`src/hdl/rmf_pkg.sv`:
```
package rmf_pkg;

   localparam int CHANNEL_W = 2;
   localparam int SAMPLE_W  = 16;
   localparam int TAG_W     = 16;

   typedef logic [CHANNEL_W-1:0] channel_type;
   typedef logic [SAMPLE_W-1:0]  value_type;
   typedef logic [TAG_W-1:0]     tag_type;

   // every window starts out filled with this value
   localparam value_type INIT_VALUE = value_type'(10);

   // one slot of a sorted window
   typedef struct packed {
      value_type value;
      tag_type   tag;
   } entry_type;

   // classified request handed from the front to the engine
   typedef struct packed {
      channel_type channel;
      value_type   sample;
      logic        in_range;
   } cmd_type;

endpackage

```
`src/hdl/rmf_fifo.sv`:
```
module rmf_fifo #(
   parameter int WIDTH = 8,
   parameter int DEPTH = 2
) (
   input  logic             clock,
   input  logic             reset,
   input  logic             push,
   input  logic [WIDTH-1:0] wdata,
   output logic             full,
   input  logic             pop,
   output logic [WIDTH-1:0] rdata,
   output logic             empty
);

   localparam int PTR_W = (DEPTH > 1) ? $clog2(DEPTH) : 1;
   localparam int CNT_W = $clog2(DEPTH + 1);

   logic [WIDTH-1:0] slot_ff [DEPTH];
   logic [PTR_W-1:0] wr_ptr_ff, wr_ptr_in;
   logic [PTR_W-1:0] rd_ptr_ff, rd_ptr_in;
   logic [CNT_W-1:0] count_ff, count_in;
   logic             do_push;
   logic             do_pop;

   assign full    = (count_ff == CNT_W'(DEPTH));
   assign empty   = (count_ff == '0);
   assign do_push = push && !full;
   assign do_pop  = pop && !empty;
   assign rdata   = slot_ff[rd_ptr_ff];

   always_comb begin
      wr_ptr_in = wr_ptr_ff;
      rd_ptr_in = rd_ptr_ff;
      count_in  = count_ff;
      if (do_push) begin
         wr_ptr_in = (wr_ptr_ff == PTR_W'(DEPTH - 1)) ? '0 : wr_ptr_ff + PTR_W'(1);
      end
      if (do_pop) begin
         rd_ptr_in = (rd_ptr_ff == PTR_W'(DEPTH - 1)) ? '0 : rd_ptr_ff + PTR_W'(1);
      end
      if (do_push && !do_pop) begin
         count_in = count_ff + CNT_W'(1);
      end else if (do_pop && !do_push) begin
         count_in = count_ff - CNT_W'(1);
      end
   end

   always_ff @(posedge clock) begin
      if (reset) begin
         wr_ptr_ff <= '0;
         rd_ptr_ff <= '0;
         count_ff  <= '0;
      end else begin
         wr_ptr_ff <= wr_ptr_in;
         rd_ptr_ff <= rd_ptr_in;
         count_ff  <= count_in;
      end
      if (do_push) begin
         slot_ff[wr_ptr_ff] <= wdata;
      end
   end

endmodule

```
`src/hdl/rmf_front.sv`:
```
module rmf_front #(
   parameter int CHANNELS = 4
) (
   input  logic                 clock,
   input  logic                 reset,
   input  logic                 req_push,
   input  rmf_pkg::channel_type req_channel,
   input  rmf_pkg::value_type   req_sample,
   output logic                 req_full,
   output logic                 cmd_valid,
   output rmf_pkg::cmd_type     cmd,
   input  logic                 cmd_pop
);

   localparam int CMD_W = $bits(rmf_pkg::cmd_type);

   rmf_pkg::cmd_type   cmd_in;
   logic [CMD_W-1:0]   cmd_bits;
   logic               cmd_empty;

   // channels beyond the configured count are flagged here and skip the engine walk
   always_comb begin
      cmd_in.channel  = req_channel;
      cmd_in.sample   = req_sample;
      cmd_in.in_range = (int'(req_channel) < CHANNELS);
   end

   rmf_fifo #(
      .WIDTH (CMD_W),
      .DEPTH (2)
   ) u_cmd_fifo (
      .clock (clock),
      .reset (reset),
      .push  (req_push),
      .wdata (cmd_in),
      .full  (req_full),
      .pop   (cmd_pop),
      .rdata (cmd_bits),
      .empty (cmd_empty)
   );

   assign cmd       = rmf_pkg::cmd_type'(cmd_bits);
   assign cmd_valid = !cmd_empty;

endmodule

```
`src/hdl/rmf_engine.sv`:
```
module rmf_engine #(
   parameter int WINDOW_SIZE = 7,
   parameter int CHANNELS    = 4
) (
   input  logic               clock,
   input  logic               reset,
   input  logic               cmd_valid,
   input  rmf_pkg::cmd_type   cmd,
   output logic               cmd_pop,
   input  logic               out_full,
   output logic               out_push,
   output rmf_pkg::value_type out_median
);

   localparam int IDX_W  = $clog2(WINDOW_SIZE + 1);
   localparam int POS_W  = $clog2(WINDOW_SIZE);
   localparam int CH_IW  = (CHANNELS > 1) ? $clog2(CHANNELS) : 1;
   localparam int DEPTH  = 2 * CHANNELS * WINDOW_SIZE;
   localparam int ADDR_W = $clog2(DEPTH);
   localparam int MID    = WINDOW_SIZE / 2;

   typedef enum logic [1:0] {
      ST_IDLE,
      ST_WALK,
      ST_POST
   } state_type;

   function automatic logic [ADDR_W-1:0] slot_addr(input logic bank,
                                                   input logic [CH_IW-1:0] ch,
                                                   input logic [POS_W-1:0] pos);
      slot_addr = ADDR_W'(((int'(bank) * CHANNELS) + int'(ch)) * WINDOW_SIZE + int'(pos));
   endfunction

   // two banks per channel: walk reads the current one and writes the other
   rmf_pkg::entry_type win_mem_ff [DEPTH];
   rmf_pkg::entry_type rdata_ff;

   rmf_pkg::tag_type   oldest_ff [CHANNELS];
   logic [CHANNELS-1:0] bank_ff;
   logic [CHANNELS-1:0] row_valid_ff;

   state_type          state_ff, state_in;
   logic [CH_IW-1:0]   ch_ff, ch_in;
   rmf_pkg::value_type sample_ff, sample_in;
   rmf_pkg::tag_type   old_tag_ff, old_tag_in;
   logic               row_ok_ff, row_ok_in;
   logic               bank_cur_ff, bank_cur_in;
   logic [IDX_W-1:0]   idx_ff, idx_in;
   logic [POS_W-1:0]   j_ff, j_in;
   logic               skipped_ff, skipped_in;
   logic               inserted_ff, inserted_in;
   rmf_pkg::value_type median_ff, median_in;

   logic [CH_IW-1:0]   start_ch;
   logic [ADDR_W-1:0]  rd_addr;
   logic [ADDR_W-1:0]  wr_addr;
   logic               wr_en;
   rmf_pkg::entry_type wr_data;
   rmf_pkg::entry_type cur;
   rmf_pkg::entry_type fresh;
   logic               have_cur;
   logic               consume;
   logic [IDX_W-1:0]   idx_next;
   logic [POS_W-1:0]   rd_pos;
   logic               finish;

   assign start_ch = CH_IW'(cmd.channel);
   assign have_cur = (idx_ff < IDX_W'(WINDOW_SIZE));
   assign fresh    = '{value: sample_ff, tag: old_tag_ff + rmf_pkg::tag_type'(WINDOW_SIZE)};
   assign wr_addr  = slot_addr(~bank_cur_ff, ch_ff, j_ff);

   // a channel never written since reset reads as its initial window
   always_comb begin
      if (row_ok_ff) begin
         cur = rdata_ff;
      end else begin
         cur = '{value: rmf_pkg::INIT_VALUE, tag: rmf_pkg::tag_type'(idx_ff)};
      end
   end

   always_comb begin
      state_in    = state_ff;
      ch_in       = ch_ff;
      sample_in   = sample_ff;
      old_tag_in  = old_tag_ff;
      row_ok_in   = row_ok_ff;
      bank_cur_in = bank_cur_ff;
      idx_in      = idx_ff;
      j_in        = j_ff;
      skipped_in  = skipped_ff;
      inserted_in = inserted_ff;
      median_in   = median_ff;
      cmd_pop     = 1'b0;
      out_push    = 1'b0;
      out_median  = median_ff;
      wr_en       = 1'b0;
      wr_data     = cur;
      consume     = 1'b0;
      finish      = 1'b0;
      idx_next    = idx_ff + IDX_W'(1);
      rd_pos      = (idx_next >= IDX_W'(WINDOW_SIZE)) ? POS_W'(WINDOW_SIZE - 1)
                                                     : POS_W'(idx_next);
      rd_addr     = slot_addr(bank_cur_ff, ch_ff, POS_W'(idx_ff));

      unique case (state_ff)
         ST_IDLE: begin
            rd_addr = slot_addr(bank_ff[start_ch], start_ch, '0);
            if (cmd_valid && !out_full) begin
               cmd_pop = 1'b1;
               if (!cmd.in_range) begin
                  out_push   = 1'b1;
                  out_median = '0;
               end else begin
                  ch_in       = start_ch;
                  sample_in   = cmd.sample;
                  old_tag_in  = oldest_ff[start_ch];
                  row_ok_in   = row_valid_ff[start_ch];
                  bank_cur_in = bank_ff[start_ch];
                  idx_in      = '0;
                  j_in        = '0;
                  skipped_in  = 1'b0;
                  inserted_in = 1'b0;
                  state_in    = ST_WALK;
               end
            end
         end
         ST_WALK: begin
            // merge: drop the oldest entry, slip the sample in before the first larger one
            if (have_cur && !skipped_ff &&
                (cur.tag == old_tag_ff || idx_ff == IDX_W'(WINDOW_SIZE - 1))) begin
               consume    = 1'b1;
               skipped_in = 1'b1;
            end else if (have_cur && (inserted_ff || cur.value <= sample_ff)) begin
               consume = 1'b1;
               wr_en   = 1'b1;
               wr_data = cur;
            end else begin
               wr_en       = 1'b1;
               wr_data     = fresh;
               inserted_in = 1'b1;
            end
            if (consume) begin
               idx_in  = idx_next;
               rd_addr = slot_addr(bank_cur_ff, ch_ff, rd_pos);
            end
            if (wr_en) begin
               if (j_ff == POS_W'(MID)) begin
                  median_in = wr_data.value;
               end
               if (j_ff == POS_W'(WINDOW_SIZE - 1)) begin
                  finish   = 1'b1;
                  state_in = ST_POST;
               end else begin
                  j_in = j_ff + POS_W'(1);
               end
            end
         end
         ST_POST: begin
            out_push = 1'b1;
            state_in = ST_IDLE;
         end
         default: begin
            state_in = ST_IDLE;
         end
      endcase
   end

   always_ff @(posedge clock) begin
      if (reset) begin
         state_ff     <= ST_IDLE;
         bank_ff      <= '0;
         row_valid_ff <= '0;
         for (int c = 0; c < CHANNELS; c++) begin
            oldest_ff[c] <= '0;
         end
      end else begin
         state_ff <= state_in;
         if (finish) begin
            oldest_ff[ch_ff]    <= old_tag_ff + rmf_pkg::tag_type'(1);
            bank_ff[ch_ff]      <= ~bank_cur_ff;
            row_valid_ff[ch_ff] <= 1'b1;
         end
      end
      ch_ff       <= ch_in;
      sample_ff   <= sample_in;
      old_tag_ff  <= old_tag_in;
      row_ok_ff   <= row_ok_in;
      bank_cur_ff <= bank_cur_in;
      idx_ff      <= idx_in;
      j_ff        <= j_in;
      skipped_ff  <= skipped_in;
      inserted_ff <= inserted_in;
      median_ff   <= median_in;
      if (wr_en) begin
         win_mem_ff[wr_addr] <= wr_data;
      end
      rdata_ff <= win_mem_ff[rd_addr];
   end

endmodule

```
`src/hdl/running_median_filter.sv`:
```
// Multi-channel running median over a sliding window of WINDOW_SIZE samples per channel.
// Push a channel number and an unsigned 16-bit sample; one median word comes back per
// request, in request order. In the engine a request passes a start step, then a walk
// over the channel's sorted window that writes one entry per cycle, apart from one step
// that drops the oldest entry unless that entry sits in the last slot behind the new
// sample, and then a post step. A channel number at or above CHANNELS returns 0 and
// changes nothing. The window store holds 2*CHANNELS*WINDOW_SIZE entries in two banks
// per channel; a channel not yet used reads as a window of tens, so no clearing pass
// runs after reset. Two-entry queues sit on the request side and on the result side.
module running_median_filter #(
   parameter int WINDOW_SIZE = 7,
   parameter int CHANNELS    = 4
) (
   input  logic                 clock,
   input  logic                 reset,
   input  logic                 req_push,
   input  rmf_pkg::channel_type req_channel,
   input  rmf_pkg::value_type   req_sample,
   output logic                 req_full,
   input  logic                 rsp_pop,
   output rmf_pkg::value_type   rsp_median,
   output logic                 rsp_empty
);

   localparam int VALUE_W = $bits(rmf_pkg::value_type);

   logic               cmd_valid;
   rmf_pkg::cmd_type   cmd;
   logic               cmd_pop;
   logic               out_full;
   logic               out_push;
   rmf_pkg::value_type out_median;
   logic [VALUE_W-1:0] rsp_bits;

   rmf_front #(
      .CHANNELS (CHANNELS)
   ) u_front (
      .clock       (clock),
      .reset       (reset),
      .req_push    (req_push),
      .req_channel (req_channel),
      .req_sample  (req_sample),
      .req_full    (req_full),
      .cmd_valid   (cmd_valid),
      .cmd         (cmd),
      .cmd_pop     (cmd_pop)
   );

   rmf_engine #(
      .WINDOW_SIZE (WINDOW_SIZE),
      .CHANNELS    (CHANNELS)
   ) u_engine (
      .clock      (clock),
      .reset      (reset),
      .cmd_valid  (cmd_valid),
      .cmd        (cmd),
      .cmd_pop    (cmd_pop),
      .out_full   (out_full),
      .out_push   (out_push),
      .out_median (out_median)
   );

   rmf_fifo #(
      .WIDTH (VALUE_W),
      .DEPTH (2)
   ) u_rsp_fifo (
      .clock (clock),
      .reset (reset),
      .push  (out_push),
      .wdata (out_median),
      .full  (out_full),
      .pop   (rsp_pop),
      .rdata (rsp_bits),
      .empty (rsp_empty)
   );

   assign rsp_median = rmf_pkg::value_type'(rsp_bits);

endmodule
```
`config.mk`:
```
export PLATFORM = sky130hd
export DESIGN_NAME = running_median_filter
export DESIGN_NICKNAME = d
export VERILOG_FILES = /design/src/hdl/rmf_pkg.sv /design/src/hdl/rmf_fifo.sv /design/src/hdl/rmf_front.sv /design/src/hdl/rmf_engine.sv /design/src/hdl/running_median_filter.sv
export SDC_FILE = /design/constraint.sdc
export NUM_CORES = 2
export LEC_CHECK = 0
export ABC_CLOCK_PERIOD_IN_PS = 8400
export BUFFER_PORTS_ARGS = -buffer_cell sky130_fd_sc_hd__buf_2
export CELL_PAD_IN_SITES_DETAIL_PLACEMENT = 1
export CELL_PAD_IN_SITES_GLOBAL_PLACEMENT = 2
export CORE_ASPECT_RATIO = 1.2
export CORE_MARGIN = 2
export CORE_UTILIZATION = 47
export DETAILED_ROUTE_END_ITERATION = 8
export MAX_ROUTING_LAYER = met4
export PLACE_DENSITY = 0.86
export SLEW_MARGIN = 10
export SYNTH_ARGS = -nofsm -noshare
export SYNTH_HDL_FRONTEND = slang
export SYNTH_SLANG_ARGS = --single-unit
```
`constraint.sdc`:
```
create_clock -name clock -period 8.4 [get_ports clock]
set_clock_uncertainty 0.05 [all_clocks]
set_input_delay 0.84 -clock clock [delete_from_list [all_inputs] [get_ports clock]]
set_output_delay 0.84 -clock clock [all_outputs]
set_load 0.01 [all_outputs]
```
==> reports/qor.yml <==
drv_slew: 0
slew_headroom: 0.09994
crit_required_ns: 9.02
synth_area_leaders: "edfxtp_1 72%, nand2_1 4.8%, mux2i_1 3.5%"
period_minus_slack_ns: 7.201
grt_pass1_vias: 54980
hp-class: "primary input to flop"
cts_hold_buf: 0
final_nets: 5880
numCtsBuffers: 190
clk_pin_slew_worst_paths_ns: 0.07
cts-root-buf: "clkbuf_16"
synth-main-ff-cell: "edfxtp_1"
cts_tree: "yes"
yosysSeqAreaShare: 0.7304
async_flop_share: 0
hold_viol_final: 0
track_usage: 0.3026
wl_per_cell_um: 32.40
insertion_delay_ns: 0.88
die_area_mm2: 0.1800
grt.overflow.total: 0
postRouteAntennaNets: 0
ctsResizeCount: 0
drv_cap: 0
rows: 168
cp-start-kind: "flop"
syn_nets: 5859
setup-tns-final_ns: 0
first_pass_iters: 8
antenna_found_initial: 12
synth_edf_count: 1984
rsz0062_at_grt: "no"
drc: 0
end_kind: "flop"
yosysTopAreaCell: "edfxtp_1"
grt_pass1_wl_um: 385300
ys_ff_latch: 2036
areaGrowthSynthToFinish_pct: 12.27
portBuffers: 39
clock_path_buffers: 3
die_w_um: 387.6
yosysUniqueCellTypes: 73
layout_commonest_cell: "edfxtp_1"
grt_max_degree: 132
status: "complete, no violations"
gp_congestion: 0.9047
cts_setup_buffers: 0
dp_hpwl_um: 154400
arrival_ns: 7.82
cts_sinks: 2036
mappedNetlistArea_mm2: 0.08299
avgSynthCellArea_um2: 14.40
max_freq_mhz: 138.9
setup_viol: 0
layout_common_cells: "1984 x edfxtp_1, 1058 x nand2_1, 285 x mux2i_1"
ctsHtreeMaxLevel: 4
netlist_instances: 5765
yosys_warnings: 0
die_h_um: 464.3
drive_above_1_share: 0.1188
vias: 53000
drt_iter0_drc: 7114
cp_max_fo: 21
viasPerCell: 6.422
boundaryPins: 40
worst_pin_slew_ns: 1.346
critPathKind: "flop to flop"
yosysTopAreaCellShare: 0.7178
whs_path_depth: 1
min_period_over_period: 0.8573
core-area_mm2: 0.1751
wirelength_um: 267500
ff2ff_path_depth: 19
start_util: 0.4740
[per-stage QoR]
stage	area [um2]	setup slack [ns]	utilization	instances	hold slack, ns
3_3_place_gp	86770	0.9766	0.4955	7885	0.3743
5_1_grt	93170	0.9466	0.5321	8254	0.09065
2_1_floorplan	82990	2.167	-	5765	0.3715
6_report	93170	1.199	0.5321	8254	0.1226
4_1_cts	93110	1.256	0.5318	8244	0.06580
3_5_place_dp	86820	1.363	0.4959	7888	0.3827
[path summary, 6_finish.rpt]
check                                             from                          endpoint  slack, ns
worst min register to register  u_engine.median_ff[13]         u_rsp_fifo.slot_ff[0][13]       0.39
worst min-delay path                     req_sample[8]  u_front.u_cmd_fifo.slot_ff[1][8]       0.12
worst max-delay path                              flop              u_engine.rdata_ff[3]       1.20
worst max register to register                    flop              u_engine.rdata_ff[3]       1.20
[flip-flops by register name, indices dropped and copies added, names as in the netlist, 2 cells and up, named ones only]
name                         count
u_engine.bank_ff                 4
u_rsp_fifo.slot_ff              32
u_engine.state_ff                2
u_engine.row_valid_ff            4
u_engine.idx_ff                  3
u_engine.median_ff              16
u_engine.win_mem_ff           1792
u_engine.rdata_ff               32
u_engine.sample_ff              16
u_rsp_fifo.count_ff              2
u_engine.oldest_ff              64
u_front.u_cmd_fifo.count_ff      2
u_engine.ch_ff                   2
u_engine.old_tag_ff             16
u_front.u_cmd_fifo.slot_ff      36
u_engine.j_ff                    3
[final cells by class]
cell class | count | area (um2)
repair buffers | 225 | 1803
clock buffers | 232 | 4974
inverters | 178 | 668.1
flip-flops and latches | 2036 | 60620
clock inverters | 124 | 1313
fillers | 16620 | 81920
well taps | 2295 | 2872
diodes | 9 | 22.52
multi-input cells | 3155 | 20910
[synth_stat cells (4+ instances only)]
cell and number:
nand2b_1 16, xnor2_1 37, a32oi_1 34, a32o_1 28
o22ai_1 35, a22oi_1 5, a41oi_1 27, o211ai_1 113
mux2i_1 288, buf_6 9, clkbuf_1 220, a21oi_1 211
nand4_1 18, a21o_1 6, a221oi_1 58, xor2_1 25
edfxtp_1 1984, o2111ai_1 111, nand4b_1 7, o32ai_1 28
a31oi_1 30, a311oi_1 91, mux2_2 41, buf_1 28
a2bb2oi_1 4, nor3_1 63, o21ai_0 54, nand2_1 1060
and3_1 117, buf_4 25, nor2b_1 10, fa_1 9
buf_2 114, or4_1 30, dfxtp_1 52, ha_1 63
nor2_1 188, nand3_1 196, mux4_2 34, inv_1 177
a2111oi_0 33, nor4_1 32, or3_1 6
[critical path, stage by stage (launching register included)]
cell	delay (ns)
dfxtp_1	0.45
mux2i_2	0.24
buf_4	0.27
inv_1	0.31
and3_1	0.26
a31oi_1	0.40
fa_1	0.51
inv_1	0.07
ha_1	0.16
inv_1	0.07
fa_1	0.43
xor2_1	0.17
nor2_1	0.09
a31oi_1	0.08
o22ai_1	0.85
or3_1	0.77
buf_4	0.46
nor3_1	0.12
o32ai_1	1.08
nand3_1	0.15
[cell families (layout without fill, tap and decap cells)]
group,count (synthesis),after routing,share of synthesized area
flip-flops,2036,2036,0.7304
AND/OR/NAND/NOR,1755,1755,0.09168
AO/OA/AOI/OAI,901,901,0.08014
buffers and inverters,574,759,0.02962
multiplexers,365,365,0.04996
adder cells (fa/ha/maj),72,72,0.01167
XOR/XNOR,62,62,0.006543
other,0,9,0
[routing by layer]
metal,GRT usage,up-vias,share of wire
li1,-,22090,-
met1,0.3729,27440,0.37
met2,0.4819,2909,0.49
met3,0.05747,569,0.091
met4,0.1481,0,0.051
met5,-,-,0
Power is not shown: default switching activity piles up to over one toggle a cycle in this logic, so the estimate is an artifact.
